File: src/rtl/frpl_pkg.sv
// Shared types, codes and defaults for the free region page locator.
`timescale 1ns / 1ps

package frpl_pkg;

    localparam int MAX_REGIONS_DEF = 32;
    localparam int PAGE_SHIFT_DEF  = 12;
    localparam int ADDR_W          = 64;
    localparam int IDX_W           = 52;
    localparam int TYPE_W          = 32;

    localparam logic [1:0] OP_CLEAR  = 2'd0;
    localparam logic [1:0] OP_APPEND = 2'd1;
    localparam logic [1:0] OP_QUERY  = 2'd2;

    localparam logic [1:0] ST_OK        = 2'd0;
    localparam logic [1:0] ST_NOT_FOUND = 2'd1;
    localparam logic [1:0] ST_FULL      = 2'd2;

    localparam logic [TYPE_W-1:0] FREE_TYPE = 32'd1;

    typedef struct packed {
        logic [1:0]        operation;
        logic [ADDR_W-1:0] region_base;
        logic [ADDR_W-1:0] region_length;
        logic [TYPE_W-1:0] region_type;
        logic [IDX_W-1:0]  page_index;
    } t_in_word;

    typedef struct packed {
        logic [1:0]        status;
        logic [ADDR_W-1:0] phys_addr;
    } t_out_word;

    typedef struct packed {
        logic [ADDR_W-1:0] base;
        logic [ADDR_W-1:0] length;
        logic              free;
    } t_region;

    typedef struct packed {
        logic [ADDR_W-1:0] a;
        logic [ADDR_W-1:0] b;
        logic              sub;
    } t_alu_req;

endpackage

File: src/rtl/frpl_alu.sv
// Shared 64-bit add/subtract unit with carry or borrow out.
`timescale 1ns / 1ps

module frpl_alu (
    input  frpl_pkg::t_alu_req           i_req,
    output logic [frpl_pkg::ADDR_W-1:0]  o_res,
    output logic                         o_carry
);

    logic [frpl_pkg::ADDR_W:0] w_sum;

    // On a subtract the top bit is the borrow, set when a < b.
    always_comb begin
        if (i_req.sub) begin
            w_sum = {1'b0, i_req.a} - {1'b0, i_req.b};
        end else begin
            w_sum = {1'b0, i_req.a} + {1'b0, i_req.b};
        end
    end

    assign o_res   = w_sum[frpl_pkg::ADDR_W-1:0];
    assign o_carry = w_sum[frpl_pkg::ADDR_W];

endmodule
File: config.mk
export PLATFORM = sky130hd
export DESIGN_NAME = frpl_alu
export DESIGN_NICKNAME = d
export VERILOG_FILES = /design/src/rtl/frpl_pkg.sv /design/src/rtl/frpl_alu.sv
export SDC_FILE = /design/constraint.sdc
export NUM_CORES = 1
export LEC_CHECK = 0
export ABC_CLOCK_PERIOD_IN_PS = 5700
export BUFFER_PORTS_ARGS = -buffer_cell sky130_fd_sc_hd__buf_2
export CORE_MARGIN = 5
export CORE_UTILIZATION = 53
export DETAILED_ROUTE_END_ITERATION = 8
export MAX_ROUTING_LAYER = met4
export PLACE_DENSITY = 0.85
export SLEW_MARGIN = 20
export SYNTH_ARGS = -nofsm -noshare
export SYNTH_HDL_FRONTEND = slang
export SYNTH_SLANG_ARGS = --single-unit
File: constraint.sdc
create_clock -name vclk -period 5.7
set_clock_uncertainty 0.2 [all_clocks]
set_input_delay 0.285 -clock vclk [all_inputs]
set_output_delay 0.285 -clock vclk [all_outputs]
set_load 0.005 [all_outputs]
---- Word-level counts from Yosys, hierarchy flattened ----
Index checks and enable logic that the tools add are counted.
word-level totals
  register bits after elaboration ......... 0
  output and inout port bits .............. 65
  input port bits ......................... 129
operators by class
  muxes and demuxes ....................... 1
  add/subtract/negate cells ............... 2
operators with widths
  kind              number
  $add A64 B64 Y65  1
  $mux W65          1
  $sub A64 B64 Y65  1

---- Longest topological paths before layout ----
Gate-level depths: netlist of run 1.
  depth after elaboration ................. 2
  gate-level depth with buffers ........... 22

---- Worst setup path after synthesis of run 1 ----
Ideal clock, no wire load.
  kind .................................... input -> output
  from .................................... input i_req[15] (netlist name)
  to ...................................... output o_res[61] (netlist name)
  arrival ................................. 4.711 ns
  path slack .............................. 0.504 ns
  cell stages on the path ................. 19
  cell sequence ........................... or4_4 -> nor4_4 -> nand3_2 -> or4_1 -> buf_2 -> o31ai_1 -> xor2_1 -> ha_1 -> clkbuf_1 -> nand4_1 -> nor4_1 -> a211oi_1 -> o21ai_0 -> a41oi_1 -> o31ai_2 -> a311oi_1 -> a31oi_1 -> a2111oi_0 -> a211oi_1
on the way
  cells in the longest elaborated chain, start to end .. 2
  elaborated cells on any way between the ends .. 3
  those cells by class .................... 2 x add/sub; 1 x mux
RTL lines
  element                                               RTL line                        source
  start: declaration                                    frpl_alu.sv:5                   input frpl_pkg::t_alu_req i_req,
  $add A64 B64 Y65 or $sub A64 B64 Y65 (tied branches)  frpl_alu.sv:17, frpl_alu.sv:15
  $mux W65 (*)                                          frpl_alu.sv:14                  if (i_req.sub) begin
  end: declaration                                      frpl_alu.sv:6                   output logic [frpl_pkg::ADDR_W-1:0] o_res,
Every way passes the cells marked *; elsewhere a longest branch is shown, timed or not.

---- Worst setup path after layout of run 1 ----
  from .................................... input i_req[13] (netlist name)
  to ...................................... output o_res[57] (netlist name)
Same word-level chain as after synthesis.

==> flow_metrics.env, run 1 <==
export IMPL_status="finished, final reports clean"
export IMPL_share_seq_of_total_power=0
export IMPL_startpoint_type="input pin"
export IMPL_synth_mux_area_frac=0.003843
export IMPL_setup_viol=0
export IMPL_io_buffers=194
export IMPL_leakage_nw=3.125
export IMPL_holdCritPathClass="input pin to primary output"
export IMPL_ioPinCount=194
export IMPL_grt_usage=0.3040
export IMPL_synthTopCellsByArea="xnor2_1, ha_1, a21oi_1"
export IMPL_worst_slack_ns=0.1934
export IMPL_syn_area_per_cell_sq_um=6.577
export IMPL_whs_path_depth=4
export IMPL_diodes=0
export IMPL_synth_top_cell_area_share=0.1564
export IMPL_worst_pin_slew_ns=0.5868
export IMPL_globalRouteMet3Util=0.02013
export IMPL_start_util=0.5379
export IMPL_num_vias=6854
export IMPL_ff_latch_area_sq_um=0
export IMPL_finalWirelength_microns=19500
export IMPL_syn2layout_area_growth_pct=28.18
export IMPL_min_from="i_req[1]"
export IMPL_synth_area_sq_um=5209
export IMPL_ir_drop_uv=97.96
export IMPL_die_x_microns=109.1
export IMPL_grt_start_max_net_pins=29
export IMPL_seq_cell_count=0
export IMPL_pre_cts_ws_ns=-0.01279
export IMPL_final_common_cell="buf_2"
export IMPL_synthAdderAreaFrac=0.1600
export IMPL_die_h_microns=109.1
export IMPL_yosys_warnings=0
export IMPL_drv_slew=0
export IMPL_synth_compound_area_frac=0.3267
export IMPL_gr_total_overflow=0
export IMPL_slew_headroom=0.6052
export IMPL_comb_power_share=1.000
export IMPL_drc_errors=0
export IMPL_post_dp_hpwl_microns=16450
export IMPL_synth_xor_area_share=0.2035
export IMPL_cp_end_kind="primary output"
export IMPL_nets=1194
export IMPL_antenna_found_initial=0
export IMPL_synth_top_family_by_area="compound AO/OA/AOI/OAI gates"
export IMPL_die_area_sq_um=11910
export IMPL_synth_nets=987
export IMPL_total_power_mw=1.129
export IMPL_viasPerCell=6.065
export IMPL_rsz0062_at_grt="true"
export IMPL_hold_end="o_res[0]"
export IMPL_synth_simple_gate_area_frac=0.2623
export IMPL_wl_per_cell_microns=17.25
export IMPL_synthCells=792
export IMPL_drv_cap=0
export IMPL_fin_crit_ns=5.507
export IMPL_drt_pass1_iter_count=5
export IMPL_n_clock_buffer=0
export IMPL_core_sq_um=9684
export IMPL_gr_usage_met1=0.3753
export IMPL_nFillCells=909
export IMPL_fin_crit_sh=0.9661
export IMPL_gp_congestion=1.005
export IMPL_p_int_uw=503.9
export IMPL_clock_fmax_ghz=0.1816
export IMPL_grt_pass1_vias=6307
export IMPL_synth_top_cell_by_area="xnor2_1"
export IMPL_grt_pass1_wl_microns=29040
export IMPL_rows=36
export IMPL_p_sw_frac=0.5538
export IMPL_layout_common_cells="buf_2, a21oi_1, xnor2_1, nor2_1, ha_1"
export IMPL_finalHoldViolations=0
export IMPL_drive_gt1_frac=0.2718
export IMPL_use_met2=0.5355
export IMPL_utilization=0.6894
export IMPL_power_switching_uw=625.4
export IMPL_drtIter0Drc=433
export IMPL_critPathKind="input pin to primary output"
export IMPL_synth_cell_types=65
export IMPL_cpPeakStageDelay_ns=0.58
export IMPL_pwr_density_cell_nw_per_um2=169.1
export IMPL_crit_chain="buf_2, or4_4, nor4_4, nand3_2, or4_4, and2_1, xnor2_1, ha_1, nand4_1, or4_1, a21oi_1, a311oi_2, o21ai_1, a21oi_2, o31a_1, o21ai_0, xor2_1, buf_2"
export IMPL_cp_required_ns=5.22
export IMPL_antenna_left=0
export IMPL_ys_seq_area_frac=0
export IMPL_busiest_layer="met2"
export IMPL_crit_slowest_cell="or4_4"
export IMPL_pwr_share_clk=0
export IMPL_cp_max_fo=6
export IMPL_arrival_ns=5.02
power by group through the flow:
stage	Clock, mW	Sequential (mW)	Combinational [mW]
floorplan	0	0	0.663
global placement	0	0	1.07
detailed placement	0	0	1.07
CTS	0	0	1.08
global route	0	0	1.22
finish	0	0	1.13
how the worst max path moves through the flow:
stage,start,to,cells after the start
6_report,i_req[13],o_res[57],18
5_1_grt,i_req[13],o_carry,21
4_1_cts,i_req[13],o_res[61],20
3_5_place_dp,i_req[13],o_res[61],21
3_3_place_gp,i_req[15],o_res[57],20
2_1_floorplan,i_req[15],o_res[61],19
logic make-up (layout without fill, tap and decap cells):
group,after synthesis,in the layout
mux,2,2
xor+xnor,121,121
simple gates,271,271
compound gates,272,272
fa+ha+maj,66,66
buf+inv,60,265
critical path: cells and delay by family:
family	cells	cell delay, ns
xor gates and xnor gates	2	0.33
adders and majority gates	1	0.38
buffers and inverters	2	0.28
AOI/OAI and AO/OA	6	1.31
and+or+nand+nor	7	2.43
through the flow:
stage / instance area [sq um] / instances / hold slack (ns) / setup TNS, ns
5_1_grt: 6676 / 1130 / 0.7854 / -0.1334
2_1_floorplan: 5209 / 792 / 0.5110 / 0
3_5_place_dp: 6516 / 1127 / 0.7581 / -0.01279
3_3_place_gp: 6516 / 1127 / 0.7515 / 0
4_1_cts: 6520 / 1127 / 0.7612 / 0
6_report: 6676 / 1130 / 0.7544 / 0
area by class of cell:
cell class                 instances  area, sq um  area share
timing repair buffer             235         1279      0.1915
multi-input combinational        732         5119      0.7667
tap                              133        166.4     0.02493
inverter                          30        112.6     0.01687
repair_timing:
item / CTS / global route
pin swaps: 0 / 1
gates resized for setup: 1 / 27
setup buffers: 0 / 3
endpoints found under the setup margin: 1 / 14
hold buffers: 0 / 0
cell usage after synthesis (all sizes together), types with 7 or more instances:
cell type	instances
a21oi	105
xnor2	93
nor2	92
ha	65
nand2	63
o21ai	47
a21o	31
inv	30
xor2	28
clkbuf	27
nor3	24
a31oi	17
nand3	16
nand4	15
o21bai	10
o31ai	10
or3	10
a211oi	9
nand2b	9
nor4	8
o21a	8
nor2b	7
layer usage:
metal  up-vias  routed length (microns)
met1      3130                     8039
li1       3307                        -
met5         -                        0
met2       354                     9313
met3        63                     1496
met4         0                      647
Power figures use the tool's default switching activity.
==> run 2: changes to the inputs <==
==> constraint.sdc (replaced) <==
create_clock -name vclk -period 5.7
set_clock_uncertainty 0.2 [all_clocks]
set_input_delay 1.14 -clock vclk [all_inputs]
set_output_delay 1.14 -clock vclk [all_outputs]
set_load 0.005 [all_outputs]
==> run 2 against run 1 <==
Effect of this change:
- the run now fails in clock tree synthesis (4_1_cts)
- synthesized cell count stayed put
- area after synthesis stayed put
==> flow_metrics.env, run 2 <==
export IMPL_synth_top_cell_by_area="xnor2_1"
export IMPL_synth_cell_types=65
export IMPL_ys_seq_area_frac=0
export IMPL_start_util=0.5379
export IMPL_lastStage="clock tree synthesis (4_1_cts)"
export IMPL_yosys_warnings=0
export IMPL_syn_area_per_cell_sq_um=6.577
export IMPL_synth_nets=987
export IMPL_die_h_microns=109.1
export IMPL_synth_area_sq_um=5209
export IMPL_synthCells=792
export IMPL_error_line="[ERROR DPL-0038] Utilization greater than 100%, impossible to legalize"
export IMPL_cts_resized=156
export IMPL_synth_common_cells="a21oi_1, xnor2_1, nor2_1"
export IMPL_io_buffers=194
export IMPL_ioPinCount=194
export IMPL_post_dp_hpwl_microns=24040
export IMPL_yosysMostFrequentCell="a21oi_1"
export IMPL_holdBufCountCts=0
export IMPL_die_x_microns=109.1
export IMPL_synthTopCellsByArea="xnor2_1, ha_1, a21oi_1"
export IMPL_post_cts_buffers=49
export IMPL_gp_congestion=1.126
export IMPL_status="stopped before the end"
export IMPL_synth_top_cell_area_share=0.1564
export IMPL_rows=36
run 2: cell families after synthesis:
kind of cell	count (synthesis)	share of synthesized area
XOR/XNOR	121	0.2035
AND/OR/NAND/NOR	271	0.2623
AO/OA/AOI/OAI	272	0.3267
multiplexers	2	0.003844
adder cells (fa/ha/maj)	66	0.1600
buffers and inverters	60	0.04372
run 2: stage by stage:
| step | instance area [sq um] | util | setup slack, ns | TNS [ns] | std cells |
|---|---|---|---|---|---|
| after global placement | 8742 | 0.9027 | -1.421 | -42.16 | 1405 |
| after floorplan | 5391 | - | -1.029 | -20.53 | 792 |
| after detailed placement | 8742 | 0.9027 | -1.727 | -53.92 | 1405 |
==> run 3: changes to the inputs <==
Settings changed: CORE_UTILIZATION 53 to 40, MAX_ROUTING_LAYER met4 to unset, PLACE_DENSITY 0.85 to unset, PLACE_DENSITY_LB_ADDON set to 0.15.
==> run 3 against run 2 <==
Effect of this change:
- the flow now finishes, with violations (setup timing)
==> flow_metrics.env, run 3 (synthesis gave the netlist of run 1 again) <==
export IMPL_p_sw_frac=0.4815
export IMPL_worst_slack_ns=-1.406
export IMPL_die_area_sq_um=15400
export IMPL_gr_total_overflow=0
export IMPL_crit_chain="buf_6, or4_4, nor4_4, nand3_2, or4_4, and2_4, xnor2_2, ha_2, nand4_1, buf_4, nor4_4, a211oi_2, o21ai_2, a41oi_4, o31ai_4, a311oi_4, a31oi_4, a21o_1, xor2_1, buf_2"
export IMPL_holdCritPathClass="input pin to primary output"
export IMPL_share_seq_of_total_power=0
export IMPL_drtIter0Drc=746
export IMPL_arrival_ns=5.77
export IMPL_leakage_nw=5.401
export IMPL_antenna_left=0
export IMPL_cp_end_kind="primary output"
export IMPL_die_x_microns=124.1
export IMPL_finalWirelength_microns=30180
export IMPL_start_util=0.4111
export IMPL_status="finished with violations"
export IMPL_cp_max_fo=5
export IMPL_n_clock_buffer=0
export IMPL_core_sq_um=12670
export IMPL_grt_start_max_net_pins=26
export IMPL_fin_crit_ns=7.106
export IMPL_finalInstanceArea_sq_um=11020
export IMPL_seq_cell_count=0
export IMPL_setup_viol=47
export IMPL_wl_per_cell_microns=19.28
export IMPL_syn2layout_area_growth_pct=111.6
export IMPL_layout_common_cells="buf_4, buf_2, xnor2_1, nor2_1, a21oi_1"
export IMPL_comb_power_share=1.000
export IMPL_die_h_microns=124.1
export IMPL_pwr_density_cell_nw_per_um2=173.7
export IMPL_drv_slew=0
export IMPL_drc_errors=0
export IMPL_nFillCells=689
export IMPL_drt_pass1_iter_count=5
export IMPL_whs_path_depth=3
export IMPL_viasPerCell=5.848
export IMPL_finalHoldViolations=0
export IMPL_grt_pass1_vias=8467
export IMPL_drv_cap=0
export IMPL_grt_pass1_wl_microns=40510
export IMPL_rsz0062_at_grt="true"
export IMPL_critPathKind="input pin to primary output"
export IMPL_cp_required_ns=4.36
export IMPL_clock_fmax_ghz=0.1407
export IMPL_worst_pin_slew_ns=0.5628
export IMPL_diodes=0
export IMPL_rows=41
export IMPL_num_vias=9152
export IMPL_drive_gt1_frac=0.5958
export IMPL_post_dp_hpwl_microns=20040
export IMPL_cpPeakStageDelay_ns=0.56
export IMPL_fin_crit_sh=1.247
export IMPL_gp_congestion=0.9857
export IMPL_final_common_cell="buf_4"
export IMPL_grt_usage=0.3243
export IMPL_startpoint_type="input pin"
export IMPL_ff_latch_area_sq_um=0
export IMPL_pwr_share_clk=0
export IMPL_place_area_sq_um=9051
export IMPL_power_switching_uw=921.8
export IMPL_antenna_found_initial=2
export IMPL_p_int_uw=992.5
export IMPL_slew_headroom=0.6151
export IMPL_crit_slowest_cell="or4_4"
export IMPL_io_buffers=194
export IMPL_total_power_mw=1.914
export IMPL_nets=1590
export IMPL_ir_drop_uv=136.2
export IMPL_ioPinCount=194
export IMPL_failed_checks="setup timing"
## run 3: power by group through the flow
stage | logic, mW | clock network [mW] | registers, mW
finish | 1.91 | 0 | 0
global route | 2.03 | 0 | 0
CTS | 1.67 | 0 | 0
detailed placement | 1.43 | 0 | 0
global placement | 1.42 | 0 | 0
floorplan | 0.702 | 0 | 0
## run 3: worst max-delay path, delay by kind of cell
family | cells | cell delay [ns]
compound gates | 7 | 1.38
xor+xnor | 2 | 0.33
fa+ha+maj | 1 | 0.40
buf+inv | 3 | 0.42
simple gates | 7 | 2.08
## run 3: metal layers
layer / vias up / part of all wire / GRT usage
li1: 4094 / - / -
met1: 4228 / 0.36 / 0.3896
met2: 641 / 0.48 / 0.5872
met3: 185 / 0.091 / 0.03815
met4: 4 / 0.067 / 0.1239
met5: - / 0.0012 / 0
## run 3: path summary, 6_finish.rpt
check	from	to	slack [ns]
worst min-delay path	i_req[66]	o_res[1]	2.48
worst max-delay path	i_req[15]	o_res[59]	-1.41
## run 3: metrics by stage
step / worst slack [ns] / std cells / setup TNS (ns) / hold WS [ns] / util
floorplan: -1.029 / 792 / -20.53 / 2.221 / -
global placement: -1.534 / 1477 / -44.74 / 2.472 / 0.7143
detailed placement: -1.555 / 1477 / -46.23 / 2.468 / 0.7143
CTS: -1.242 / 1542 / -34.11 / 2.484 / 0.8146
global route: -1.587 / 1565 / -49.23 / 2.498 / 0.8699
finish: -1.406 / 1565 / -40.48 / 2.477 / 0.8699
## run 3: what timing repair did
| action | CTS | global route |
|---|---|---|
| hold buffers | 0 | 0 |
| cloned | 0 | 0 |
| hold endpoints to repair | 0 | 0 |
| resized for setup | 186 | 111 |
| endpoints found under the setup margin | 49 | 54 |
| setup buffers | 74 | 45 |
| pin swaps | 95 | 113 |
## run 3: final cells by class
cell class	instances	area, sq um	share of cell area
multi-input combinational	732	6220	0.5643
inverter	30	112.6	0.01022
tap	172	215.2	0.01953
timing repair buffer	631	4474	0.4059
==> run 4: changes to the inputs <==
Settings changed: CELL_PAD_IN_SITES_DETAIL_PLACEMENT set to 1, CELL_PAD_IN_SITES_GLOBAL_PLACEMENT set to 1, CORE_UTILIZATION 40 to 36.
==> run 4 against run 3 <==
Effect of this change:
- the run now fails in clock tree synthesis (4_1_cts)
- area after synthesis unchanged
- synthesized cell count unchanged
==> flow_metrics.env, run 4 <==
export IMPL_synth_cell_types=65
export IMPL_post_cts_buffers=85
export IMPL_synth_top_cell_area_share=0.1564
export IMPL_error_line="[ERROR DPL-0033] detailed placement checks failed during check placement."
export IMPL_io_buffers=194
export IMPL_holdBufCountCts=0
export IMPL_synth_area_sq_um=5209
export IMPL_synth_nets=987
export IMPL_die_x_microns=130.3
export IMPL_cts_resized=228
export IMPL_status="stopped before the end"
export IMPL_ioPinCount=194
export IMPL_synth_top_cell_by_area="xnor2_1"
export IMPL_ys_seq_area_frac=0
export IMPL_lastStage="clock tree synthesis (4_1_cts)"
export IMPL_yosysMostFrequentCell="a21oi_1"
export IMPL_post_dp_hpwl_microns=27070
export IMPL_rows=44
export IMPL_start_util=0.3625
export IMPL_place_area_sq_um=9056
export IMPL_gp_congestion=0.9278
export IMPL_dp_cells=1486
export IMPL_synth_common_cells="a21oi_1, xnor2_1, nor2_1"
export IMPL_syn_area_per_cell_sq_um=6.577
export IMPL_synthTopCellsByArea="xnor2_1, ha_1, a21oi_1"
export IMPL_die_h_microns=130.3
export IMPL_yosys_warnings=0
export IMPL_synthCells=792
-- run 4: cell counts after synthesis --
No cell type changed its count.
-- run 4: logic make-up after synthesis --
family                   count (synthesis)  synth area share
AND/OR/NAND/NOR                        271            0.2623
AO/OA/AOI/OAI                          272            0.3267
XOR/XNOR                               121            0.2035
adder cells (fa/ha/maj)                 66            0.1600
buffers and inverters                   60           0.04372
multiplexers                             2          0.003844
-- run 4: stage by stage --
| stage | utilization | worst slack (ns) |
|---|---|---|
| 2_1_floorplan | - | -1.029 |
| 3_3_place_gp | 0.6303 | -1.588 |
| 3_5_place_dp | 0.6303 | -1.744 |
